**src/rtl/fidc_pkg.sv**
```systemverilog
// Package for the irrigation dose controller: field widths, membership
// breakpoints, output singletons and the membership index codes.
// Used by every file under rtl; depends on nothing.
package fidc_pkg;

  // Input field widths
  localparam int MOIST_W = 10;
  localparam int EC_W    = 14;
  localparam int NUT_W   = 11;
  localparam int NPK_W   = 13;
  localparam int PH_W    = 11;
  localparam int DOSE_W  = 10;

  // Integer bits of each volume, in whole ml
  localparam int WATER_ML_W = 7;
  localparam int FERT_ML_W  = 6;

  // Widest distance inside a slope (largest span is 500)
  localparam int SPAN_W = 9;

  // Output singletons in ml
  localparam int unsigned WATER_ML_LOW  = 25;
  localparam int unsigned WATER_ML_MED  = 50;
  localparam int unsigned WATER_ML_HIGH = 100;
  localparam int unsigned FERT_ML_LOW   = 10;
  localparam int unsigned FERT_ML_MED   = 20;
  localparam int unsigned FERT_ML_HIGH  = 40;

  // Membership breakpoints
  localparam int MOIST_DRY_A = 200;
  localparam int MOIST_DRY_B = 400;
  localparam int MOIST_OPT_A = 300;
  localparam int MOIST_OPT_B = 400;
  localparam int MOIST_OPT_C = 600;
  localparam int MOIST_OPT_D = 700;
  localparam int MOIST_WET_A = 600;
  localparam int MOIST_WET_B = 800;
  localparam int EC_HIGH_A   = 1000;
  localparam int EC_HIGH_B   = 1500;
  localparam int EC_CAUT_A   = 1500;
  localparam int EC_CAUT_B   = 2000;
  localparam int NPK_LOW_A   = 150;
  localparam int NPK_LOW_B   = 300;
  localparam int NPK_HIGH_A  = 450;
  localparam int NPK_HIGH_B  = 600;
  localparam int PH_ACID_A   = 550;
  localparam int PH_ACID_B   = 650;
  localparam int PH_ALK_A    = 750;
  localparam int PH_ALK_B    = 850;
  localparam int DOSE_LOW_A  = 100;
  localparam int DOSE_LOW_B  = 300;
  localparam int DOSE_MED_A  = 200;
  localparam int DOSE_MED_B  = 500;
  localparam int DOSE_MED_C  = 500;
  localparam int DOSE_MED_D  = 800;
  localparam int DOSE_HIGH_A = 700;
  localparam int DOSE_HIGH_B = 900;

  // Membership degree index codes
  localparam int MF_DRY       = 0;
  localparam int MF_OPT       = 1;
  localparam int MF_WET       = 2;
  localparam int MF_EC_HIGH   = 3;
  localparam int MF_EC_CAUT   = 4;
  localparam int MF_NUT_LOW   = 5;
  localparam int MF_NUT_HIGH  = 6;
  localparam int MF_ACIDIC    = 7;
  localparam int MF_ALKALINE  = 8;
  localparam int MF_DOSE_LOW  = 9;
  localparam int MF_DOSE_MED  = 10;
  localparam int MF_DOSE_HIGH = 11;
  localparam int MF_COUNT     = 12;

endpackage

```
**src/rtl/fidc_div.sv**
```systemverilog
// Pipelined restoring divider for the weighted average: one quotient bit
// per stage, zero weight sum gives zero. Depends on fidc_pkg.
module fidc_div #(
  parameter int DEG_FRAC = 16,
  parameter int VOL_FRAC = 8
) (
  input  logic                                     clk,
  input  logic                                     rst_n,
  input  logic                                     en,
  input  logic                                     vld_i,
  input  logic [DEG_FRAC+7:0]                      acc_i,
  input  logic [DEG_FRAC+2:0]                      sum_i,
  output logic                                     vld_o,
  output logic [fidc_pkg::WATER_ML_W+VOL_FRAC-1:0] quo_o
);

  localparam int PRE_W = fidc_pkg::WATER_ML_W;
  localparam int QUO_W = PRE_W + VOL_FRAC;
  localparam int SUM_W = DEG_FRAC + 3;

  logic [SUM_W-1:0] rem_s  [QUO_W+1];
  logic [QUO_W-1:0] nbit_s [QUO_W+1];
  logic [QUO_W-1:0] quo_s  [QUO_W+1];
  logic [SUM_W-1:0] sum_s  [QUO_W+1];
  logic             zero_s [QUO_W+1];
  logic             vld_s  [QUO_W+1];

  // Load the upper numerator part as the first remainder
  assign rem_s[0]  = SUM_W'(acc_i >> PRE_W);
  assign nbit_s[0] = {acc_i[PRE_W-1:0], {VOL_FRAC{1'b0}}};
  assign quo_s[0]  = '0;
  assign sum_s[0]  = sum_i;
  assign zero_s[0] = (sum_i == '0);
  assign vld_s[0]  = vld_i;

  for (genvar k = 0; k < QUO_W; k++) begin : g_stage
    logic [SUM_W:0] trial;
    logic           ge;

    // Shift in one numerator bit and try the subtract
    always_comb begin
      trial = {rem_s[k], nbit_s[k][QUO_W-1]};
      ge    = (trial >= {1'b0, sum_s[k]});
    end

    always_ff @(posedge clk) begin
      if (en) begin
        rem_s[k+1]  <= ge ? SUM_W'(trial - {1'b0, sum_s[k]}) : SUM_W'(trial);
        nbit_s[k+1] <= nbit_s[k] << 1;
        quo_s[k+1]  <= {quo_s[k][QUO_W-2:0], ge};
        sum_s[k+1]  <= sum_s[k];
        zero_s[k+1] <= zero_s[k];
      end
    end

    always_ff @(posedge clk) begin
      if (!rst_n) begin
        vld_s[k+1] <= 1'b0;
      end else if (en) begin
        vld_s[k+1] <= vld_s[k];
      end
    end
  end

  assign vld_o = vld_s[QUO_W];
  assign quo_o = zero_s[QUO_W] ? '0 : quo_s[QUO_W];

endmodule

```
**config.mk**
```make
export PLATFORM = sky130hd
export DESIGN_NAME = fidc_div
export DESIGN_NICKNAME = d
export VERILOG_FILES = /design/src/rtl/fidc_pkg.sv /design/src/rtl/fidc_div.sv
export SDC_FILE = /design/constraint.sdc
export NUM_CORES = 1
export LEC_CHECK = 0
export BUFFER_PORTS_ARGS = -buffer_cell sky130_fd_sc_hd__buf_2
export CORE_UTILIZATION = 64
export DETAILED_ROUTE_END_ITERATION = 10
export PLACE_DENSITY_LB_ADDON = 0.3
export SLEW_MARGIN = 10
export SYNTH_ARGS = -nofsm -noshare
export SYNTH_HDL_FRONTEND = slang
export SYNTH_SLANG_ARGS = --single-unit
```
**constraint.sdc**
```tcl
create_clock -name clk -period 3.9 [get_ports clk]
set_input_delay 0.39 -clock clk [delete_from_list [all_inputs] [get_ports clk]]
set_output_delay 0.39 -clock clk [all_outputs]
set_load 0.02 [all_outputs]
```
==> tab_implementation.tex <==
\begin{tabular}{lr}
\hline
Metric & Value \\
\hline
\multicolumn{2}{l}{\textbf{Outcome}} \\
Result of the run & finished, final reports clean \\
\multicolumn{2}{l}{\textbf{Setup path}} \\
Signal arrival time at the worst endpoint & between 3000 and 4000 ps \\
Reg-to-reg critical path endpoint & g\_stage[12].trial[9] \\
CP endpoint kind & register \\
Setup crit start kind & register \\
Depth of the worst register-to-register path & 11 \\
Max Fanout on Critical Path & 20 \\
R2R Path Start & sum\_s[76] \\
Data required time at the worst endpoint & 4260 ps \\
Worst Path Class, Setup & reg -> reg \\
Setup slack on the worst flop-to-flop path & roughly 330 ps \\
\multicolumn{2}{l}{\textbf{Synthesis}} \\
Dominant cell by count in the synthesized netlist & edfxtp\_1 \\
Sequential share of the synthesized area & between 50\% and 60\% \\
Simple-gate portion of the synthesized area & $\sim$8.4\% \\
Synth Register Bits & around 700 \\
Cell taking the most area after synthesis & edfxtp\_1 \\
Adder-Cell Fraction of Synth Area & roughly a tenth \\
Commonest cells in the netlist & 688 x edfxtp\_1, 349 x inv\_1, 283 x ha\_1, 252 x a21oi\_1, 203 x o21ai\_0 \\
Proportion of synthesized area in mux cells & under 10\% \\
Syn\_nets & around 3,600 \\
Commonest register cell after synthesis & edfxtp\_1 \\
Yosys cell types & 88 \\
Post-Synthesis Mean Instance Area & approximately 12 µm² \\
Dominant combinational cell family by area after synthesis & compound AO/OA/AOI/OAI gates \\
Area share of the largest cell type after synthesis & 54.1\% \\
Post-synthesis compound-gate area fraction & 13.9\% \\
Synth Area in XOR/XNOR & around 4.5\% \\
Yosys warns & 0 \\
Fraction of synthesis flops using an asynchronous set or reset pin & 0\% \\
Top post-synthesis cells by area & edfxtp\_1 54\%, ha\_1 9.3\%, inv\_1 3.4\%, a21oi\_1 3.3\%, mux2\_2 2.9\% \\
Gate count of the mapped netlist & 3,233 \\
Synth Cell Area & $\sim$38,000 µm² \\
Count of flip-flops with a built-in enable after synthesis & just under 700 \\
\multicolumn{2}{l}{\textbf{Clocking}} \\
Clock root buffer & clkbuf\_16 \\
Worst skew pair latency & 620 ps \\
Number of buffers inserted by hold repair at cts & 21 \\
Number of clock sinks & $\sim$700 \\
CTS tree & done \\
CTS clock-pin slew for the worst setup and hold paths & approximately 60 ps \\
Level count of the clock H-tree & 3 \\
TritonCTS buffer count & 74 \\
Maximum buffer depth of the clock tree & 3 \\
Post-CTS Setup Inserts & 0 \\
Count of cells resized by post-cts repair & 0 \\
\multicolumn{2}{l}{\textbf{Routing}} \\
Top Layer Used & met5 \\
Post-detailed-route count of antenna-violating nets & 0 \\
Pre-Repair DR Iteration Count & 6 \\
Metal-1 WL & roughly 35 mm \\
Routed length on met2 & between 40 and 50 mm \\
Routed length on met3 & between 3 and 4 mm \\
Mean routed wirelength per cell & 19.9 µm \\
DR vias & around 26,000 \\
Final routed wirelength across all metal layers & $\sim$84 mm \\
Number of remaining DRC errors & 0 \\
Number of DRC violations after detailed-routing iteration 0 & 2,136 \\
Average via count per standard cell & about 6.1 \\
\multicolumn{2}{l}{\textbf{Floorplanning}} \\
Initial core utilization & roughly 65\% \\
I/O Pins & 63 \\
Standard-cell rows & 89 \\
Floorplan Core Area & 59,000 µm² \\
Die outline height & roughly 250 µm \\
Total die area & 60,600 µm² \\
DIE WIDTH & roughly 250 µm \\
\multicolumn{2}{l}{\textbf{Power and ir drop}} \\
Power per standard cell area & approximately 790 nW/µm² \\
Static power due to leakage & about 17 nW \\
Worst vdd ir & roughly 0.53 mV \\
\multicolumn{2}{l}{\textbf{Cells and area}} \\
Share of final-layout standard cells stronger than drive strength 1 & around a tenth \\
Net count reported at finish & 3,718 \\
Area added between synthesis and finish & 11.0\% \\
Non-filler instance count after layout & around 4,200 \\
Fill cells & just over 4,000 \\
Number of diodes & 0 \\
\multicolumn{2}{l}{\textbf{Timing}} \\
Final setup violation count & 0 \\
Share of the clock period used by the worst path & 91.6\% \\
Max transition margin & between 30\% and 40\% \\
Maximum achievable frequency & between 200 and 300 MHz \\
Setup total negative slack & 0 ps \\
Post-route clock skew & about 22 ps \\
Total count of max-transition violations in the final report & 0 \\
Slew at the pin with the worst max-slew slack & between 900 and 1000 ps \\
Final critical-path required period & $\sim$3600 ps \\
Unrepaired setup endpoints after global routing & no \\
Final hold violation count & 0 \\
\multicolumn{2}{l}{\textbf{Placement}} \\
Gp weighted congestion & just over 0.9 \\
Total instance count after detailed placement & between 4,000 and 5,000 \\
Buffers on Ports & 62 \\
DP HPWL & 61.2 mm \\
\multicolumn{2}{l}{\textbf{Flow run}} \\
Number of maximum-capacitance constraint violations & 0 \\
\multicolumn{2}{l}{\textbf{Min path}} \\
Hold Crit Start & sum\_i[11] \\
Depth of the worst hold-timing path & 1 \\
Path class of the lowest-slack min-delay path & in -> reg \\
End of the worst hold path & sum\_s[277] \\
\multicolumn{2}{l}{\textbf{Global route}} \\
Vias in the first global route & roughly 25,000 \\
Initial antenna violation count & 1 \\
GRT Resource Usage Total & between 20 and 30\% \\
Largest net degree at the start of global routing & 98 \\
Wire length of the first global-routing pass & approximately 130 mm \\
Global route overflow & 0 \\
\hline
\end{tabular}
## critical path, cell delays in order, from the launching register on
cell       delay (ps)
edfxtp_1          380
inv_1             100
fa_1              450
a21o_1            190
a21oi_1           330
o21ai_1           180
a31oi_1           300
and2_2            250
a21oi_1           110
a2111oi_4         320
buf_4             330
mux2_2            380
## area by class of cell
class	count	area, µm²	area share, %
Sequential cell	703	21000	49.5
Inverter	349	1310	3.09
Timing Repair Buffer	122	948	2.24
Clock buffer	93	2050	4.83
Tap cell	773	967	2.28
Clock inverter	42	433	1.02
Multi-Input combinational cell	2124	15700	37.1
## layout by cell type (no fill, tap or decap), types with 20 or more instances in the layout
master,n
mux2i_1,21
nand3_1,47
and3_1,20
nand2b_1,31
inv_1,349
ha_1,283
o21a_1,50
xnor2_1,127
nand4_1,33
buf_2,61
nand2_1,165
nor2b_1,69
buf_4,29
a21o_1,99
clkbuf_16,78
dlygate4sd3_1,21
a211oi_1,21
o21ai_0,202
mux2_2,99
a31oi_1,38
xor2_1,69
a21oi_1,251
edfxtp_1,688
o21bai_1,24
nor3_1,31
nor2_1,189
## flip-flops by register name, indices dropped and copies added, names as in the netlist
name,count
g_stage.trial,272
sum_s,266
quo_s,120
nbit_s,15
zero_s,15
vld_s,14
vld_o,1
## report_power, final
part           leakage (nW)  switching (mW)  internal [mW]
Clock                  1.20            2.93           4.26
Combinational          9.25            7.94           6.43
Sequential             6.84            1.13           10.9
## metrics by stage
| step | area, µm² | hold WS (ps) | utilization (%) | total power [mW] | worst slack, ps |
|---|---|---|---|---|---|
| after floorplan | 38200 | 400 | - | 22.5 | 862 |
| after global placement | 39700 | 400 | 67.2 | 25.7 | 558 |
| after detailed placement | 39700 | 405 | 67.2 | 26.2 | 393 |
| after CTS | 42400 | 2.99 | 71.8 | 33.6 | 364 |
| after global routing | 42400 | 10.5 | 71.8 | 35.6 | 120 |
| final | 42400 | 41.9 | 71.8 | 33.6 | 328 |
## how the worst max path moves through the flow
stage               from                    end  slack (ps)  cells past startpoint
2_1_floorplan  sum_s[95]  g_stage[11].trial[10]         860                     11
3_3_place_gp    sum_i[1]    g_stage[1].trial[2]         560                     10
3_5_place_dp   sum_s[76]  g_stage[12].trial[15]         390                     11
4_1_cts        sum_s[76]  g_stage[12].trial[15]         360                     11
5_1_grt        sum_s[76]  g_stage[12].trial[15]         120                     11
6_report       sum_s[76]   g_stage[12].trial[9]         330                     11
## logic make-up after synthesis
family	Yosys count
AOI/OAI and AO/OA	834
xor gates and xnor gates	196
adders and majority gates	297
buffers and inverters	406
DFF	703
muxes	141
and+or+nand+nor	656
## routing by layer
metal  up-vias  GRT usage [%]
met5         -              0
met4         2           9.60
met3       186           3.82
met2       746           48.0
met1     12407           35.1
li1      12199              -
Power figures use the tool's default switching activity.
