### config.mk
export PLATFORM = sky130hd
export DESIGN_NAME = fidc_rules
export DESIGN_NICKNAME = d
export VERILOG_FILES = /design/src/rtl/fidc_pkg.sv /design/src/rtl/fidc_rules.sv
export SDC_FILE = /design/constraint.sdc
export NUM_CORES = 1
export LEC_CHECK = 0
export BUFFER_PORTS_ARGS = -buffer_cell sky130_fd_sc_hd__buf_2
export CORE_ASPECT_RATIO = 0.6
export CORE_MARGIN = 1.5
export CORE_UTILIZATION = 30
export CTS_BUF_LIST = sky130_fd_sc_hd__clkbuf_8
export DETAILED_ROUTE_END_ITERATION = 10
export PLACE_DENSITY_LB_ADDON = 0.12
export SYNTH_ARGS = -nofsm -noshare
export SYNTH_HDL_FRONTEND = slang
export SYNTH_SLANG_ARGS = --single-unit
### constraint.sdc
create_clock -name clk -period 18.45 [get_ports clk]
set_input_delay 0 -clock clk [delete_from_list [all_inputs] [get_ports clk]]
set_output_delay 0 -clock clk [all_outputs]
set_load 0.02 [all_outputs]
### src/rtl/fidc_pkg.sv
// Package for the irrigation dose controller: field widths, membership
// breakpoints, output singletons and the membership index codes.
// Used by every file under rtl; depends on nothing.
package fidc_pkg;

  // Input field widths
  localparam int MOIST_W = 10;
  localparam int EC_W    = 14;
  localparam int NUT_W   = 11;
  localparam int NPK_W   = 13;
  localparam int PH_W    = 11;
  localparam int DOSE_W  = 10;

  // Integer bits of each volume, in whole ml
  localparam int WATER_ML_W = 7;
  localparam int FERT_ML_W  = 6;

  // Widest distance inside a slope (largest span is 500)
  localparam int SPAN_W = 9;

  // Output singletons in ml
  localparam int unsigned WATER_ML_LOW  = 25;
  localparam int unsigned WATER_ML_MED  = 50;
  localparam int unsigned WATER_ML_HIGH = 100;
  localparam int unsigned FERT_ML_LOW   = 10;
  localparam int unsigned FERT_ML_MED   = 20;
  localparam int unsigned FERT_ML_HIGH  = 40;

  // Membership breakpoints
  localparam int MOIST_DRY_A = 200;
  localparam int MOIST_DRY_B = 400;
  localparam int MOIST_OPT_A = 300;
  localparam int MOIST_OPT_B = 400;
  localparam int MOIST_OPT_C = 600;
  localparam int MOIST_OPT_D = 700;
  localparam int MOIST_WET_A = 600;
  localparam int MOIST_WET_B = 800;
  localparam int EC_HIGH_A   = 1000;
  localparam int EC_HIGH_B   = 1500;
  localparam int EC_CAUT_A   = 1500;
  localparam int EC_CAUT_B   = 2000;
  localparam int NPK_LOW_A   = 150;
  localparam int NPK_LOW_B   = 300;
  localparam int NPK_HIGH_A  = 450;
  localparam int NPK_HIGH_B  = 600;
  localparam int PH_ACID_A   = 550;
  localparam int PH_ACID_B   = 650;
  localparam int PH_ALK_A    = 750;
  localparam int PH_ALK_B    = 850;
  localparam int DOSE_LOW_A  = 100;
  localparam int DOSE_LOW_B  = 300;
  localparam int DOSE_MED_A  = 200;
  localparam int DOSE_MED_B  = 500;
  localparam int DOSE_MED_C  = 500;
  localparam int DOSE_MED_D  = 800;
  localparam int DOSE_HIGH_A = 700;
  localparam int DOSE_HIGH_B = 900;

  // Membership degree index codes
  localparam int MF_DRY       = 0;
  localparam int MF_OPT       = 1;
  localparam int MF_WET       = 2;
  localparam int MF_EC_HIGH   = 3;
  localparam int MF_EC_CAUT   = 4;
  localparam int MF_NUT_LOW   = 5;
  localparam int MF_NUT_HIGH  = 6;
  localparam int MF_ACIDIC    = 7;
  localparam int MF_ALKALINE  = 8;
  localparam int MF_DOSE_LOW  = 9;
  localparam int MF_DOSE_MED  = 10;
  localparam int MF_DOSE_HIGH = 11;
  localparam int MF_COUNT     = 12;

endpackage

### src/rtl/fidc_rules.sv
// Rule base stage: min/max of the degrees into singleton weights, then the
// weight sums and weighted singleton sums. Depends on fidc_pkg.
module fidc_rules #(
  parameter int DEG_FRAC = 16
) (
  input  logic                    clk,
  input  logic                    rst_n,
  input  logic                    en,
  input  logic                    vld_i,
  input  logic [DEG_FRAC:0]       deg_i [fidc_pkg::MF_COUNT],
  output logic                    vld_o,
  output logic [DEG_FRAC+7:0]     water_acc_o,
  output logic [DEG_FRAC+2:0]     water_sum_o,
  output logic [DEG_FRAC+7:0]     fert_acc_o,
  output logic [DEG_FRAC+2:0]     fert_sum_o
);

  localparam int DEG_W = DEG_FRAC + 1;
  localparam int SUM_W = DEG_FRAC + 3;
  localparam int ACC_W = DEG_FRAC + 8;

  function automatic logic [DEG_W-1:0] dmin(input logic [DEG_W-1:0] a,
                                            input logic [DEG_W-1:0] b);
    return (a < b) ? a : b;
  endfunction

  function automatic logic [DEG_W-1:0] dmax(input logic [DEG_W-1:0] a,
                                            input logic [DEG_W-1:0] b);
    return (a > b) ? a : b;
  endfunction

  logic [DEG_W-1:0] ww0, ww1, ww2, ww3, wf0, wf1, wf2, wf3;
  logic [ACC_W-1:0] water_acc_nxt, water_acc_r, fert_acc_nxt, fert_acc_r;
  logic [SUM_W-1:0] water_sum_nxt, water_sum_r, fert_sum_nxt, fert_sum_r;
  logic             vld_r;

  // Fire the rules and form the sums
  always_comb begin
    ww0 = dmax(deg_i[fidc_pkg::MF_WET],
               dmin(deg_i[fidc_pkg::MF_WET], deg_i[fidc_pkg::MF_EC_HIGH]));
    ww1 = deg_i[fidc_pkg::MF_OPT];
    ww2 = deg_i[fidc_pkg::MF_EC_HIGH];
    ww3 = deg_i[fidc_pkg::MF_DRY];
    wf0 = dmax(dmax(deg_i[fidc_pkg::MF_NUT_HIGH], deg_i[fidc_pkg::MF_EC_HIGH]),
               dmin(deg_i[fidc_pkg::MF_WET], deg_i[fidc_pkg::MF_EC_CAUT]));
    wf1 = deg_i[fidc_pkg::MF_DOSE_LOW];
    wf2 = dmax(dmin(deg_i[fidc_pkg::MF_DOSE_MED], deg_i[fidc_pkg::MF_NUT_LOW]),
               dmax(deg_i[fidc_pkg::MF_ACIDIC], deg_i[fidc_pkg::MF_ALKALINE]));
    wf3 = dmin(deg_i[fidc_pkg::MF_DOSE_HIGH], deg_i[fidc_pkg::MF_NUT_LOW]);

    water_sum_nxt = SUM_W'(ww0) + SUM_W'(ww1) + SUM_W'(ww2) + SUM_W'(ww3);
    fert_sum_nxt  = SUM_W'(wf0) + SUM_W'(wf1) + SUM_W'(wf2) + SUM_W'(wf3);
    water_acc_nxt = ACC_W'(ww1) * ACC_W'(fidc_pkg::WATER_ML_LOW)
                  + ACC_W'(ww2) * ACC_W'(fidc_pkg::WATER_ML_MED)
                  + ACC_W'(ww3) * ACC_W'(fidc_pkg::WATER_ML_HIGH);
    fert_acc_nxt  = ACC_W'(wf1) * ACC_W'(fidc_pkg::FERT_ML_LOW)
                  + ACC_W'(wf2) * ACC_W'(fidc_pkg::FERT_ML_MED)
                  + ACC_W'(wf3) * ACC_W'(fidc_pkg::FERT_ML_HIGH);
  end

  // Hold the sums
  always_ff @(posedge clk) begin
    if (en) begin
      water_acc_r <= water_acc_nxt;
      water_sum_r <= water_sum_nxt;
      fert_acc_r  <= fert_acc_nxt;
      fert_sum_r  <= fert_sum_nxt;
    end
  end

  // Carry the valid bit
  always_ff @(posedge clk) begin
    if (!rst_n) begin
      vld_r <= 1'b0;
    end else if (en) begin
      vld_r <= vld_i;
    end
  end

  assign vld_o       = vld_r;
  assign water_acc_o = water_acc_r;
  assign water_sum_o = water_sum_r;
  assign fert_acc_o  = fert_acc_r;
  assign fert_sum_o  = fert_sum_r;

endmodule

==> results of run 1 <==
[state kept, by name, indices dropped and copies added (netlist names)]
signal,flops
fert_acc_o,23
fert_sum_o,19
water_sum_o,19
water_acc_o,24
vld_o,1
[placed cells by master (no fill, tap or decap), drive strengths merged, types with 16 or more instances in the layout]
cell type,synthesis,layout
ha,470,470
inv,393,398
buf,15,303
fa,164,164
a21oi,136,136
mux2i,134,134
xnor2,94,94
nor2,86,86
edfxtp,85,85
a21o,81,81
o21ai,81,81
nand2,56,56
nor2b,32,32
o21a,32,32
xor2,31,31
nand2b,25,25
nand3,23,23
nand4,23,23
nor3,21,21
mux2,18,18
a211oi,16,16
[per-stage QoR]
stage                     instances  utilization (%)
after floorplan                2155                -
after global placement         3342             34.4
after detailed placement       3342             34.4
after CTS                      3365             34.8
after global routing           3368             34.9
final                          3376             34.9
[power by group through the flow]
stage / registers [mW] / logic (mW) / clock network, mW
6_report: 0.563 / 4.20 / 0.160
5_1_grt: 0.573 / 4.71 / 0.177
2_1_floorplan: 0.691 / 2.96 / 0
3_5_place_dp: 0.570 / 4.13 / 0
3_3_place_gp: 0.568 / 4.14 / 0
4_1_cts: 0.566 / 4.17 / 0.173
[cell families (layout without fill, tap and decap cells)]
| kind of cell | Yosys count | count (layout) |
|---|---|---|
| adders and majority gates | 634 | 634 |
| AOI/OAI and AO/OA | 442 | 442 |
| buffers and inverters | 409 | 719 |
| and+or+nand+nor | 306 | 306 |
| muxes | 152 | 152 |
| xor gates and xnor gates | 125 | 125 |
| DFF | 86 | 86 |
| other | 1 | 12 |
[worst max path at each step]
stage	slack, ns	startpoint	depth (start not counted)	endpoint
2_1_floorplan	10.42	deg_i[108]	37	fert_acc_o[23]$_DFFE_PP_
3_3_place_gp	8.51	deg_i[108]	39	fert_acc_o[23]$_DFFE_PP_
3_5_place_dp	8.45	deg_i[108]	39	fert_acc_o[23]$_DFFE_PP_
4_1_cts	8.96	deg_i[108]	39	fert_acc_o[23]$_DFFE_PP_
5_1_grt	8.27	deg_i[116]	41	fert_acc_o[21]$_DFFE_PP_
6_report	8.69	deg_i[108]	39	fert_acc_o[23]$_DFFE_PP_
[repair_timing]
action | CTS | global route
hold buffers | 7 | 0
gates resized for setup | 0 | 0
setup endpoints to repair | 0 | 0
hold endpoints to repair | 7 | 0
[final cells by class]
| type | count | area (um2) |
|---|---|---|
| Tap cell | 900 | 1130 |
| Antenna cell | 11 | 27.5 |
| Clock inverter | 7 | 80.1 |
| Sequential cell | 86 | 2570 |
| Timing Repair Buffer | 310 | 1610 |
| Clock buffer | 9 | 124 |
| Fill cell | 6968 | 43500 |
| Multi-Input combinational cell | 1660 | 16300 |
| Inverter | 393 | 1480 |
[metal layers]
layer  wire length (um)  up-vias  GRT usage (%)
met2              24200      395           25.1
met5                 93        -              0
met1              38600     7871           33.1
li1                   -     8150              -
met4                587       16           2.93
met3               5210       43           4.86
==> results.md, run 1 <==
- Initial core utilization: between 30% and 40%
- WHS Endpoint: water_sum_o[17]$_DFFE_PP_
- Xor/xnor share of the synthesized area: under 10%
- Area Overhead vs Synth: 14.0%
- Synth Net Count: 2997
- Net Sw Power: between 2 and 3 mW
- DRC viols: 0
- Largest cells by area after synthesis: ha_1, fa_1, edfxtp_1, inv_1, mux2i_1
- H-tree levels: 3
- CP bufs+invs: 6
- Worst-skew pair later-pin latency: between 0.4 and 0.5 ns
- Leak: around 12 nW
- Synth Flop Type: edfxtp_1
- Routability cong.: 0.906
- Critical path class: in2reg
- Most common cell on crit path: ha_1
- Largest family of logic cells by synthesized area: adder cells
- Async S/R FF share, synth: 0%
- Distinct cells, synth: between 60 and 70
- Max Cap Violations: 0
- Slowest stage delay, CP: ~1.0 ns
- # Post-CTS Setup Buffers: 0
- Die area: 69700 um2
- Die height: about 210 um
- Adder-Cell Fraction of Synth Area: 44.8%
- Most instantiated cells after synthesis: ha_1, inv_1, fa_1
- Critical path data arrival time: between 9 and 10 ns
- Minimum hold slack: between 0.06 and 0.07 ns
- Seq pwr share: roughly 11%
- Worst Hold Depth: 1
- Wire per inst: 20.4 um
- Crit. End Element: register
- Mapped Avg Cell Area: 9.48 um2
- Cell Area, Synth: about 20000 um2
- Comb pwr share: ~85%
- TNS Setup: 0 ns
- Clk_skew: 0 ns
- Worst slew margin: 14.3%
- Initial antenna violation count: 20
- Top cell family by delay on the critical path: compound AO/OA/AOI/OAI gates
- RR Startpoint: vld_o$_SDFFE_PN0P_
- Sw frac: between 50% and 60%
- CTS max path bufs: 2
- CP required: ~19 ns
- Final Critical Period: 9.76 ns
- Flops & latches, synth: 86
- Crit-path max FO: 11
- Worst slew pin tran: approximately 1.3 ns
- Cell Pwr Density: approximately 210 nW/um2
- Number of hold violations in the final report: 0
- Die X: 340 um
- Design internal power: 2.35 mW
- Cells after Synth: ~2200
- PortBufs: just under 300
- Post-route ant nets: 0
- Ys Warns: 0
- Post-Route WL: ~69 mm
- Pre-CTS setup slack: between 8 and 9 ns
- CTS buffer count: 9
- Area leader, netlist: ha_1
- Root Driver: clkbuf_8
- Hold WC Path Type: in2reg
- Fin worst setup slack: 8.69 ns
- Outcome: complete, no violations
- Register area share after synthesis: between 10% and 20%
- Nets: 3302
- Clock Power Share: 3.3%
- Hold_sp: en
- Placed Area: between 20000 and 25000 um2
- Initial DRC count: 1043
- Post-synthesis mux area share: 7.76%
- Total power: about 5 mW
- CTS tree: yes
- Final instance area: between 20000 and 25000 um2
- R2r setup slk: about 17 ns
- Max Transition Viols Final: 0
- Synth top area share: between 20 and 30%
- Global-route wire length before repair: approximately 100 mm
- R2R depth: 3
- Clock Pin Slew Worst Setup and Hold Paths: 0.10 ns
- Post-synth EDFFs: between 80 and 90
- I/O Pins: slightly below 300
- RSZ-0062 raised after global routing: no
- Worst vdd ir: 140 uV
- Row count: 73
- Vias per inst: between 4 and 5
- Initial DRT Pass Iterations: 5
- Startpoint Class: input port
- Reg-to-Reg End: vld_o$_SDFFE_PN0P_
- Synth Area in Simple Gates: under 10%
- Fraction of layout cells with a size suffix above 1: about 14%
- Largest net degree at the start of global routing: 45
- Compound-gate portion of the synthesized area: between 10% and 20%
- Final setup violation count: 0
- Congestion Overflow GR: 0
- Detailed placement HPWL: slightly above 60 mm
- Vias in the first global route: roughly 16000
- Tot GR Track Use: between 15 and 20%
- Max Clk Rate: approximately 100 MHz
- Core ar.: 66800 um2
- Vias: 16500
- Total clock sinks: 86
- Period Utilization, post-route: a little over half
- Most frequent cell after synthesis: ha_1
- Slowest cell on crit path: mux2i_1
No activity file was read; power rests on OpenSTA's default activity.
==> inputs of run 2 (changes only) <==
==> constraint.sdc (replaced) <==
create_clock -name clk -period 9.1 [get_ports clk]
set_input_delay 0 -clock clk [delete_from_list [all_inputs] [get_ports clk]]
set_output_delay 0 -clock clk [all_outputs]
set_load 0.02 [all_outputs]
==> results.md, run 2 (synthesis gave the netlist of run 1 again) <==
- CTS tree: yes
- Initial DRT Pass Iterations: 5
- CTS max path bufs: 2
- Fraction of layout cells with a size suffix above 1: roughly 16%
- Initial antenna violation count: 17
- Die height: 205 um
- H-tree levels: 3
- Final setup violation count: 0
- Detailed placement HPWL: roughly 63 mm
- Clock Pin Slew Worst Setup and Hold Paths: 0.11 ns
- Vias: 16400
- R2R depth: 3
- Period Utilization, post-route: 94.9%
- Vias in the first global route: around 16000
- Most common cell on crit path: ha_1
- I/O Pins: around 300
- RSZ-0062 raised after global routing: no
- CP required: 9.33 ns
- Largest net degree at the start of global routing: between 40 and 50
- Initial DRC count: 943
- Crit-path max FO: 11
- Met3 Track Usage GR: ~4.0%
- Total power: 10.3 mW
- Met1 usage in global routing: between 30% and 40%
- Worst Hold Depth: 3
- Busiest layer in global routing: met1
- Max reg flops: 24
- Vias per inst: 4.80
- Slowest cell on crit path: mux2i_1
- Area Overhead vs Synth: 15.9%
- PortBufs: just under 300
- Post-route ant nets: 0
- Crit. End Element: register
- Tot GR Track Use: about a fifth
- Critical path data arrival time: 8.86 ns
- Congestion Overflow GR: 0
- Outcome: complete, no violations
- Row count: 73
- CTS buffer count: 9
- Slowest stage delay, CP: approximately 0.72 ns
- Initial core utilization: a little under a third
- Max Cap Violations: 0
- Wire per inst: a little over 20 um
- Hold WC Path Type: in2reg
- Global-route wire length before repair: approximately 100 mm
- Die X: ~340 um
- Worst slew pin tran: between 1 and 1.5 ns
- Fin util: 35.5%
- Leak: 12.6 nW
- Most common cell after layout, fill and taps aside: ha_1
- Max Clk Rate: around 120 MHz
- Startpoint Class: input port
- DRC viols: 0
- Cell Pwr Density: between 400 and 500 nW/um2
- Routability cong.: about 0.9
- Number of hold violations in the final report: 0
- Worst vdd ir: approximately 320 uV
- Post-Route WL: approximately 70 mm
- Root Driver: clkbuf_8
- Worst-skew pair later-pin latency: ~0.48 ns
- Met2 Usage GRT: approximately a quarter
- Core ar.: around 67000 um2
- Final Critical Period: around 8.6 ns
- Clk_skew: 0 ns
- Critical path class: in2reg
- Most frequent cells in the layout: ha_1, inv_1, buf_2, fa_1, a21oi_1
- Die area: about 70000 um2
- Nets: about 3300
- Total clock sinks: 86
- Worst slew margin: about 11%
- Max Transition Viols Final: 0
run 2: through the flow:
| step | hold WS (ns) | std cells | TNS [ns] | cell area (um2) | worst slack [ns] |
|---|---|---|---|---|---|
| after floorplan | 0.0989 | 2155 | 0 | 20400 | 1.07 |
| after global placement | 0.219 | 3378 | -0.476 | 23300 | -0.209 |
| after detailed placement | 0.224 | 3378 | -1.05 | 23300 | -0.287 |
| after CTS | 0.00910 | 3401 | 0 | 23600 | 0.234 |
| after global routing | 0.0387 | 3412 | 0 | 23700 | 0.00717 |
| final | 0.0445 | 3417 | 0 | 23700 | 0.462 |
run 2: final timing paths:
check                                        start                        to  slack, ns
worst max register to register  vld_o$_SDFFE_PN0P_        vld_o$_SDFFE_PN0P_       7.93
worst min register to register  vld_o$_SDFFE_PN0P_        vld_o$_SDFFE_PN0P_       1.09
worst max-delay path                     deg_i[52]  fert_acc_o[21]$_DFFE_PP_       0.46
worst min-delay path                    deg_i[153]  water_sum_o[0]$_DFFE_PP_       0.04
run 2: area by class of cell:
class	instances	area, um2
multi-input combinational	1660	16300
tap	900	1130
clock inverter	6	97.6
fill	6888	43100
clock buffer	10	138
timing repair buffer	354	1960
antenna	8	20.0
inverter	393	1480
sequential	86	2570
run 2: what timing repair did:
| action | in CTS | in global routing |
|---|---|---|
| hold buffers | 7 | 0 |
| endpoints found under the hold margin | 7 | 0 |
| gates resized for setup | 0 | 2 |
| setup buffers | 0 | 8 |
| setup endpoints to repair | 0 | 6 |
run 2: power breakdown:
part           leakage (nW)  switching [mW]  internal [mW]
Sequential            0.840          0.0430           1.09
Combinational          11.6            5.08           3.66
Clock                 0.120           0.212          0.167
run 2: worst max-delay path: cells and delay by family:
| kind | cells | cell delay, ns |
|---|---|---|
| compound gates | 19 | 3.56 |
| fa+ha+maj | 6 | 2.09 |
| buf+inv | 4 | 0.66 |
| mux | 3 | 1.45 |
| simple gates | 5 | 1.07 |
run 2: routing by layer:
metal / part of all wire [%] / routed length, um
met5: 0.14 / 98
met4: 0.87 / 611
met3: 5.7 / 4030
met2: 35 / 24400
met1: 59 / 41300
