**src/rtl/fidc_pkg.sv**
```systemverilog
// Package for the irrigation dose controller: field widths, membership
// breakpoints, output singletons and the membership index codes.
// Used by every file under rtl; depends on nothing.
package fidc_pkg;

  // Input field widths
  localparam int MOIST_W = 10;
  localparam int EC_W    = 14;
  localparam int NUT_W   = 11;
  localparam int NPK_W   = 13;
  localparam int PH_W    = 11;
  localparam int DOSE_W  = 10;

  // Integer bits of each volume, in whole ml
  localparam int WATER_ML_W = 7;
  localparam int FERT_ML_W  = 6;

  // Widest distance inside a slope (largest span is 500)
  localparam int SPAN_W = 9;

  // Output singletons in ml
  localparam int unsigned WATER_ML_LOW  = 25;
  localparam int unsigned WATER_ML_MED  = 50;
  localparam int unsigned WATER_ML_HIGH = 100;
  localparam int unsigned FERT_ML_LOW   = 10;
  localparam int unsigned FERT_ML_MED   = 20;
  localparam int unsigned FERT_ML_HIGH  = 40;

  // Membership breakpoints
  localparam int MOIST_DRY_A = 200;
  localparam int MOIST_DRY_B = 400;
  localparam int MOIST_OPT_A = 300;
  localparam int MOIST_OPT_B = 400;
  localparam int MOIST_OPT_C = 600;
  localparam int MOIST_OPT_D = 700;
  localparam int MOIST_WET_A = 600;
  localparam int MOIST_WET_B = 800;
  localparam int EC_HIGH_A   = 1000;
  localparam int EC_HIGH_B   = 1500;
  localparam int EC_CAUT_A   = 1500;
  localparam int EC_CAUT_B   = 2000;
  localparam int NPK_LOW_A   = 150;
  localparam int NPK_LOW_B   = 300;
  localparam int NPK_HIGH_A  = 450;
  localparam int NPK_HIGH_B  = 600;
  localparam int PH_ACID_A   = 550;
  localparam int PH_ACID_B   = 650;
  localparam int PH_ALK_A    = 750;
  localparam int PH_ALK_B    = 850;
  localparam int DOSE_LOW_A  = 100;
  localparam int DOSE_LOW_B  = 300;
  localparam int DOSE_MED_A  = 200;
  localparam int DOSE_MED_B  = 500;
  localparam int DOSE_MED_C  = 500;
  localparam int DOSE_MED_D  = 800;
  localparam int DOSE_HIGH_A = 700;
  localparam int DOSE_HIGH_B = 900;

  // Membership degree index codes
  localparam int MF_DRY       = 0;
  localparam int MF_OPT       = 1;
  localparam int MF_WET       = 2;
  localparam int MF_EC_HIGH   = 3;
  localparam int MF_EC_CAUT   = 4;
  localparam int MF_NUT_LOW   = 5;
  localparam int MF_NUT_HIGH  = 6;
  localparam int MF_ACIDIC    = 7;
  localparam int MF_ALKALINE  = 8;
  localparam int MF_DOSE_LOW  = 9;
  localparam int MF_DOSE_MED  = 10;
  localparam int MF_DOSE_HIGH = 11;
  localparam int MF_COUNT     = 12;

endpackage

```
**src/rtl/fidc_mf.sv**
```systemverilog
// One membership function over two register stages: shape select and
// reciprocal multiply, then remainder correction. Depends on fidc_pkg.
module fidc_mf #(
  parameter int DEG_FRAC = 16,
  parameter int VAL_W    = 10,
  parameter int HAS_RISE = 1,
  parameter int HAS_FALL = 1,
  parameter int PT_A     = 0,
  parameter int PT_B     = 1,
  parameter int PT_C     = 2,
  parameter int PT_D     = 3
) (
  input  logic                clk,
  input  logic                en,
  input  logic [VAL_W-1:0]    val,
  output logic [DEG_FRAC:0]   deg_o
);

  localparam int SPAN_W    = fidc_pkg::SPAN_W;
  localparam int M_W       = DEG_FRAC + SPAN_W;
  localparam int PROD_W    = M_W + SPAN_W;
  localparam int DEG_W     = DEG_FRAC + 1;
  localparam int RISE_SPAN = (HAS_RISE != 0) ? (PT_B - PT_A) : 1;
  localparam int FALL_SPAN = (HAS_FALL != 0) ? (PT_D - PT_C) : 1;
  localparam logic [M_W-1:0] RISE_M = M_W'((64'(1) << M_W) / RISE_SPAN);
  localparam logic [M_W-1:0] FALL_M = M_W'((64'(1) << M_W) / FALL_SPAN);
  localparam logic [M_W-1:0] RISE_SPAN_V = M_W'(RISE_SPAN);
  localparam logic [M_W-1:0] FALL_SPAN_V = M_W'(FALL_SPAN);

  typedef enum logic [1:0] {KIND_ZERO, KIND_ONE, KIND_SLOPE} kind_t;

  logic [31:0]       vx;
  kind_t             kind_nxt, kind_r;
  logic              fall_nxt, fall_r;
  logic [SPAN_W-1:0] dist_nxt, dist_r;
  logic [PROD_W-1:0] prod_nxt, prod_r;
  logic [M_W-1:0]    q0, x, span, qs, rem, quo;
  logic [DEG_W-1:0]  deg_nxt, deg_r;

  // Classify the value and start the reciprocal multiply
  always_comb begin
    vx       = 32'(val);
    kind_nxt = KIND_ONE;
    fall_nxt = 1'b0;
    dist_nxt = '0;
    if (HAS_RISE != 0 && vx <= 32'(PT_A)) begin
      kind_nxt = KIND_ZERO;
    end else if (HAS_FALL != 0 && vx >= 32'(PT_D)) begin
      kind_nxt = KIND_ZERO;
    end else if (HAS_RISE != 0 && vx < 32'(PT_B)) begin
      kind_nxt = KIND_SLOPE;
      dist_nxt = SPAN_W'(vx - 32'(PT_A));
    end else if (HAS_FALL != 0 && vx > 32'(PT_C)) begin
      kind_nxt = KIND_SLOPE;
      fall_nxt = 1'b1;
      dist_nxt = SPAN_W'(32'(PT_D) - vx);
    end
    prod_nxt = PROD_W'(dist_nxt) * PROD_W'(fall_nxt ? FALL_M : RISE_M);
  end

  // Correct the estimate by one step
  always_comb begin
    q0   = prod_r[PROD_W-1:SPAN_W];
    x    = {dist_r, {DEG_FRAC{1'b0}}};
    span = fall_r ? FALL_SPAN_V : RISE_SPAN_V;
    qs   = q0 * span;
    rem  = x - qs;
    quo  = (rem >= span) ? q0 + M_W'(1) : q0;
    unique case (kind_r)
      KIND_ZERO:  deg_nxt = '0;
      KIND_ONE:   deg_nxt = DEG_W'(1) << DEG_FRAC;
      KIND_SLOPE: deg_nxt = DEG_W'(quo);
      default:    deg_nxt = '0;
    endcase
  end

  // Advance both stages on enable
  always_ff @(posedge clk) begin
    if (en) begin
      kind_r <= kind_nxt;
      fall_r <= fall_nxt;
      dist_r <= dist_nxt;
      prod_r <= prod_nxt;
      deg_r  <= deg_nxt;
    end
  end

  assign deg_o = deg_r;

endmodule

```
**config.mk**
```make
export PLATFORM = sky130hd
export DESIGN_NAME = fidc_mf
export DESIGN_NICKNAME = d
export VERILOG_FILES = /design/src/rtl/fidc_pkg.sv /design/src/rtl/fidc_mf.sv
export SDC_FILE = /design/constraint.sdc
export NUM_CORES = 1
export LEC_CHECK = 0
export BUFFER_PORTS_ARGS = -buffer_cell sky130_fd_sc_hd__buf_2
export CELL_PAD_IN_SITES_DETAIL_PLACEMENT = 0
export CELL_PAD_IN_SITES_GLOBAL_PLACEMENT = 1
export CORE_UTILIZATION = 33
export CTS_CLUSTER_SIZE = 12
export DETAILED_ROUTE_END_ITERATION = 12
export GPL_TIMING_DRIVEN = 1
export PLACE_DENSITY_LB_ADDON = 0.25
export SYNTH_ARGS = -nofsm -noshare
export SYNTH_HDL_FRONTEND = slang
export SYNTH_SLANG_ARGS = --single-unit
export TNS_END_PERCENT = 1
```
**constraint.sdc**
```tcl
create_clock -name clk -period 1.4 [get_ports clk]
set_input_delay 0.21 -clock clk [delete_from_list [all_inputs] [get_ports clk]]
set_output_delay 0.21 -clock clk [all_outputs]
set_load 0.02 [all_outputs]
```
==> results by group, run 1 <==
Run status
  – Status: finished, final reports clean

Placement
  – Final HPWL DP: 968 µm
  – Placed cells: 115
  – Post-Place Worst Slack: -96.1 ps
  – IO Port Bufs: 13
  – Placer Congestion: about 0.77

Logic synthesis
  – #FFs+latches synth: 13
  – Yosys top cell area share: approximately half
  – Mux contribution to synthesized area: 1.24%
  – Sequential-to-total area share from yosys stat: 48.4%
  – Synth unique cells: 24
  – Largest family of logic cells by synthesized area: simple AND/OR/NAND/NOR gates
  – Cell taking the most area after synthesis: edfxtp_1
  – Post-synthesis xor/xnor area fraction: 0%
  – Area of the mapped netlist: around 810 µm²
  – Synth top area cells: edfxtp_1 48%, buf_4 14%, ha_1 6.2%
  – Post-Synth Simple-Gate Area: 18.5%
  – Synth Instances: 67
  – Warnings from Yosys: 0
  – Compound-gate portion of the synthesized area: 8.39%
  – Post-Synth Adder-Cell Area: 6.21%
  – Average size of a mapped cell: 12.0 µm²

Floorplan
  – Row count: 17
  – Die Ht: 51.4 µm
  – IO Pins: 29
  – Core box area: between 2000 and 2500 µm²
  – Initial Util: 35.7%
  – Total die area: 2640 µm²
  – Horiz. Die Dim: 51.4 µm

Clock network
  – CTS Sinks: 13
  – Clk_lat worst skew: 270 ps
  – Setup Fix Bufs, Post-CTS: 0
  – CTS tree: yes
  – Number of buffers created by CTS: 3
  – Clock transition at path regs: 70 ps
  – CTS Hold Buffers Added: 0
  – CTS max path bufs: 2
  – CTS H-tree depth: 1
  – Clk root buf: clkbuf_4
  – Post-CTS sizing: 0

Drt
  – Pre-Repair DR Iteration Count: 3
  – Detailed-route wire length: 1.17 mm
  – DRC Markers: 0
  – WL/cell: 9.82 µm
  – Final antenna-violating net count: 0
  – DRT iter0 DRCs: 2
  – DR vias: 481
  – Vias per cell: 4.04

GRT
  – Gr usage total: 10.5%
  – Initial antenna violation count: 0
  – Grt total ovfl: 0
  – Vias in the first global route: 462
  – Largest net degree at the start of global routing: 14
  – First-pass GRT wire length: 1.95 mm

Power
  – VDD IR max: 413 µV
  – Pwr dens: 875 nW/µm²
  – Total power: roughly 810 µW
  – Lkg Pwr: 0.392 nW

Worst setup path
  – Critical Path Sink Type: register
  – Critical-path maximum fanout: 3
  – Startpoint type of the worst setup path: primary input
  – Worst Path Arrival: 1230 ps
  – Worst path required time: 1420 ps
  – Path type of the worst setup path: primary input to register

Layout
  – Commonest non-fill, non-tap cell in the layout: conb_1
  – Layout cell share with drive strength beyond 1: 34.1%
  – Nets@finish: 108
  – Most frequent cells in the layout: 18 x conb_1, 13 x edfxtp_1, 13 x buf_2, 6 x inv_1
  – ANT cells: 0
  – Non-Filler Instances: 119
  – Layout area overhead: 14.3%

STA
  – Fmax: 0.826 GHz
  – Crit path time final: 1210 ps
  – Max-slew violation count: 0
  – Setup violators final: 0
  – Final Worst Setup Slack: 189 ps
  – RSZ-0062 raised after global routing: no
  – Setup TNS: 0 ps
  – Clock Skews: 0.789 ps
  – Fin crit share: 86.5%
  – Hold Vio Cnt, Final: 0
  – Final hold slack: 328 ps

Min path
  – Worst min path class: primary input to register

Run
  – Max_cap viols: 0
flip-flops by register name, summed over array words and instances (netlist names):
register  cells
deg_o         2
dist_r        9
kind_r        2
critical path, cell delays in order:
cell	delay (ps)
buf_2	100
inv_1	80
ha_1	190
or3b_4	410
o21ai_2	150
a211oi_2	70
report_power, final:
group	internal, mW	total [mW]	switching (mW)	leakage (nW)
logic	0.0421	0.128	0.0858	0.251
registers	0.451	0.457	0.00653	0.126
clock network	0.110	0.221	0.110	0.0150
per-stage QoR:
step / util, % / area (µm²)
final: 40.8 / 921
after floorplan: - / 870
after CTS: 40.8 / 921
after global routing: 40.8 / 921
after global placement: 39.7 / 895
after detailed placement: 39.7 / 895
routing by layer:
layer	share of wire, %	vias to the layer above	global-route usage [%]	routed length, µm
met1	42	211	10.7	490
met5	0	-	0	0
met4	0.94	0	9.46	11
met3	5.4	2	1.79	63
met2	51	17	18.2	601
li1	-	251	-	-
path summary, 6_finish.rpt:
| path | from | endpoint | depth (start not counted) | slack, ps |
|---|---|---|---|---|
| setup / recovery | val[2] | dist_r[3] | 6 | 190 |
| hold / removal | val[1] | dist_r[1] | 3 | 330 |
| setup reg to reg | kind_r[1] | deg_o[0] | 2 | 320 |
| hold reg to reg | kind_r[0] | deg_o[16] | 1 | 600 |
layout make-up:
type	instances	area, µm²
Sequential cell	13	390
Fill cell	234	1330
Tap cell	28	35.0
Clock buffer	4	26.3
Multi-Input combinational cell	50	344
Timing Repair Buffer	18	103
Inverter	6	22.5
synthesized netlist by cell type:
| cell type | number |
|---|---|
| mux2i_1 | 1 |
| a311oi_1 | 1 |
| nor2_1 | 4 |
| edfxtp_1 | 13 |
| nor4_1 | 1 |
| ha_1 | 4 |
| nand2_1 | 1 |
| o21ai_2 | 1 |
| buf_4 | 15 |
| nand2_2 | 1 |
| nor3_2 | 1 |
| or3b_4 | 1 |
| a21boi_4 | 1 |
| nor4b_4 | 1 |
| nor3b_2 | 1 |
| and2b_1 | 1 |
| nor2b_1 | 1 |
| or2_2 | 1 |
| inv_1 | 6 |
| nor3_1 | 5 |
| a31oi_1 | 1 |
| conb_1 | 1 |
| nand3b_1 | 2 |
| a211oi_2 | 2 |
kinds of logic (layout without fill, tap and decap cells):
family	count (synthesis)	after routing
flip-flops	13	13
multiplexers	1	1
adder cells (fa/ha/maj)	4	4
AND/OR/NAND/NOR	21	21
buffers and inverters	21	28
AO/OA/AOI/OAI	6	6
other	1	18
(Power assumes the default switching activity.)
==> run 2, diff against run 1 <==
--- a/config.mk
+++ b/config.mk
@@ -5,13 +5,14 @@
 export SDC_FILE = /design/constraint.sdc
 export NUM_CORES = 1
 export LEC_CHECK = 0
-export BUFFER_PORTS_ARGS = -buffer_cell sky130_fd_sc_hd__buf_2
 export CELL_PAD_IN_SITES_DETAIL_PLACEMENT = 0
 export CELL_PAD_IN_SITES_GLOBAL_PLACEMENT = 1
-export CORE_UTILIZATION = 33
+export CORE_UTILIZATION = 41
 export CTS_CLUSTER_SIZE = 12
 export DETAILED_ROUTE_END_ITERATION = 12
+export DONT_BUFFER_PORTS = 1
 export GPL_TIMING_DRIVEN = 1
+export MAX_ROUTING_LAYER = met4
 export PLACE_DENSITY_LB_ADDON = 0.25
 export SYNTH_ARGS = -nofsm -noshare
 export SYNTH_HDL_FRONTEND = slang
==> results by group, run 2 (synthesis results as in run 1) <==
Worst setup path
  – CP Depth: 5 (-1)
  – Worst Path Arrival: 1130 ps (-100 ps)
  – Critical Path Sink Type: register
  – Critical-path maximum fanout: 4 (+1)
  – Worst reg2reg path depth: 3 (+1)
  – CP Cell Sequence: inv_1 > ha_1 > or3b_4 > o21ai_2 > a211oi_2
  – Worst R2R Start: kind_r[0]
  – Path type of the worst setup path: primary input to register
  – Worst path required time: 1410 ps (about the same)
  – CP Launch Point: val[2]
  – Startpoint type of the worst setup path: primary input
  – Slowest cell on the critical path: or3b_4
  – Crit path max-delay family: simple AND/OR/NAND/NOR gates
  – Worst path max stage delay: 400 ps (about the same)
  – Worst path bufs/invs: 1 (-1)

Power
  – Lkg Pwr: 0.316 nW (-19%)
  – Total power: 756 µW (-6.2%)
  – Pwr dens: 928 nW/µm² (+6.0%)
  – VDD IR max: 312 µV (-24%)

Min path
  – Hold path startpoint: en
  – Hold Path Depth: 0 (-3)
  – Worst min path class: primary input to register

Placement
  – Placed cells: 94 (-18%)
  – IO Port Bufs: 0 (-13)
  – Placer Congestion: 0.787 (+2.2%)
  – Final HPWL DP: 767 µm (-21%)
  – Post-Place Worst Slack: -6.94 ps (+89.2 ps)

STA
  – Crit path time final: 1120 ps (-90.8 ps)
  – Fmax: 0.893 GHz (+8.1%)
  – Max-slew violation count: 0 (unchanged)
  – Final hold slack: 52.7 ps (-275 ps)
  – Hold Vio Cnt, Final: 0 (unchanged)
  – Setup violators final: 0 (unchanged)
  – RSZ-0062 raised after global routing: no
  – Final Worst Setup Slack: 280 ps (+90.8 ps)
  – Fin crit share: 80.0% (-6.5 points)
  – Clock Skews: 3.49 ps (+2.70 ps)

Clock network
  – Clk root buf: clkbuf_4
  – Setup Fix Bufs, Post-CTS: 0 (unchanged)
  – CTS H-tree depth: 1 (unchanged)
  – CTS Hold Buffers Added: 0 (unchanged)
  – Clock transition at path regs: 70 ps (about the same)
  – Clk_lat worst skew: 260 ps (about the same)
  – Post-CTS sizing: 0 (unchanged)
  – CTS tree: yes
  – Number of buffers created by CTS: 3 (unchanged)
  – CTS max path bufs: 2 (unchanged)
  – CTS Sinks: 13 (unchanged)

Floorplan
  – Core box area: 1780 µm² (-21%)
  – Die Ht: 46.3 µm (-9.9%)
  – Horiz. Die Dim: 46.3 µm (-9.9%)
  – IO Pins: 29 (unchanged)
  – Total die area: 2150 µm² (-19%)
  – Initial Util: 45.2% (+9.5 points)
  – Row count: 15 (-2)

Drt
  – Vias per cell: 4.38 (+8.3%)
  – Detailed-route wire length: 928 µm (-21%)
  – DRC Markers: 0 (unchanged)
  – Wire length on met2: 469 µm (-22%)
  – M1 wire length: 406 µm (-17%)
  – DRT iter0 DRCs: 3 (+1)
  – Final antenna-violating net count: 0 (unchanged)
  – Routed length on met3: 52 µm (-17%)
  – Max layer used: met3
  – DR vias: 429 (-11%)
  – WL/cell: 9.47 µm (-3.5%)
  – Pre-Repair DR Iteration Count: 3 (unchanged)

GRT
  – Grt total ovfl: 0 (unchanged)
  – Gr usage total: 10.3% (-0.19 points)
  – Vias in the first global route: 382 (-17%)
  – Initial antenna violation count: 0 (unchanged)
  – First-pass GRT wire length: 1.50 mm (-23%)
  – Largest net degree at the start of global routing: 14 (unchanged)

Layout
  – ANT cells: 0 (unchanged)
  – Layout area overhead: 1.09%
  – Fillers: 173 (-26%)
  – Final Util: 45.7% (+4.8 points)
  – Layout cell share with drive strength beyond 1: 17.8% (-16 points)
  – Number of flip-flops in the largest register: 9 (unchanged)
  – Non-Filler Instances: 98 (-18%)
  – Most frequent cells in the layout: 18 x conb_1, 13 x edfxtp_1, 6 x inv_1, 5 x nor3_1
  – Nets@finish: 90 (-17%)
  – Multi-input gate area: 344 µm² (unchanged)
  – Top reg by flops: dist_r
  – Sequential Area: 390 µm² (unchanged)
  – Commonest non-fill, non-tap cell in the layout: conb_1

Run
  – Max_cap viols: 0 (unchanged)

Run status
  – Status: finished, final reports clean
-- run 2: changes by cell type in the layout (fill, tap and decap cells not counted), sizes merged --
| cell | before | now |
|---|---|---|
| buf | 18 | 0 |
-- run 2: layer usage --
layer  up-vias  GRT usage (%)
met3         0           1.57
li1        217              -
met1       191           13.3
met2        21           14.7
met4         0           7.06
met5         -              -
-- run 2: layout make-up --
type / instances / share of cell area, %
clock buffers: 4 / 3.23
inverters: 6 / 2.76
multi-input cells: 50 / 42.2
flip-flops and latches: 13 / 47.9
well taps: 25 / 3.84
-- run 2: where the power goes --
group	switching (mW)	internal [mW]	total, mW
clock network	0.102	0.110	0.212
logic	0.0596	0.0221	0.0817
registers	0.0104	0.452	0.462
-- run 2: metrics by stage --
step	instance area (µm²)	setup TNS (ps)
2_1_floorplan	870	0
3_3_place_gp	788	0
3_5_place_dp	788	-6.94
4_1_cts	815	0
5_1_grt	815	0
6_report	815	0
-- run 2: path summary, 6_finish.rpt --
| kind | end | slack [ps] |
|---|---|---|
| setup / recovery | dist_r[3] | 280 |
| hold / removal | dist_r[8] | 50 |
| setup reg to reg | deg_o[0] | 320 |
| hold reg to reg | deg_o[16] | 600 |
-- run 2: worst reg2reg max path: stages (launching register included) --
cell and delay [ps]:
edfxtp_1 390, inv_1 70, ha_1 220, a311oi_1 230
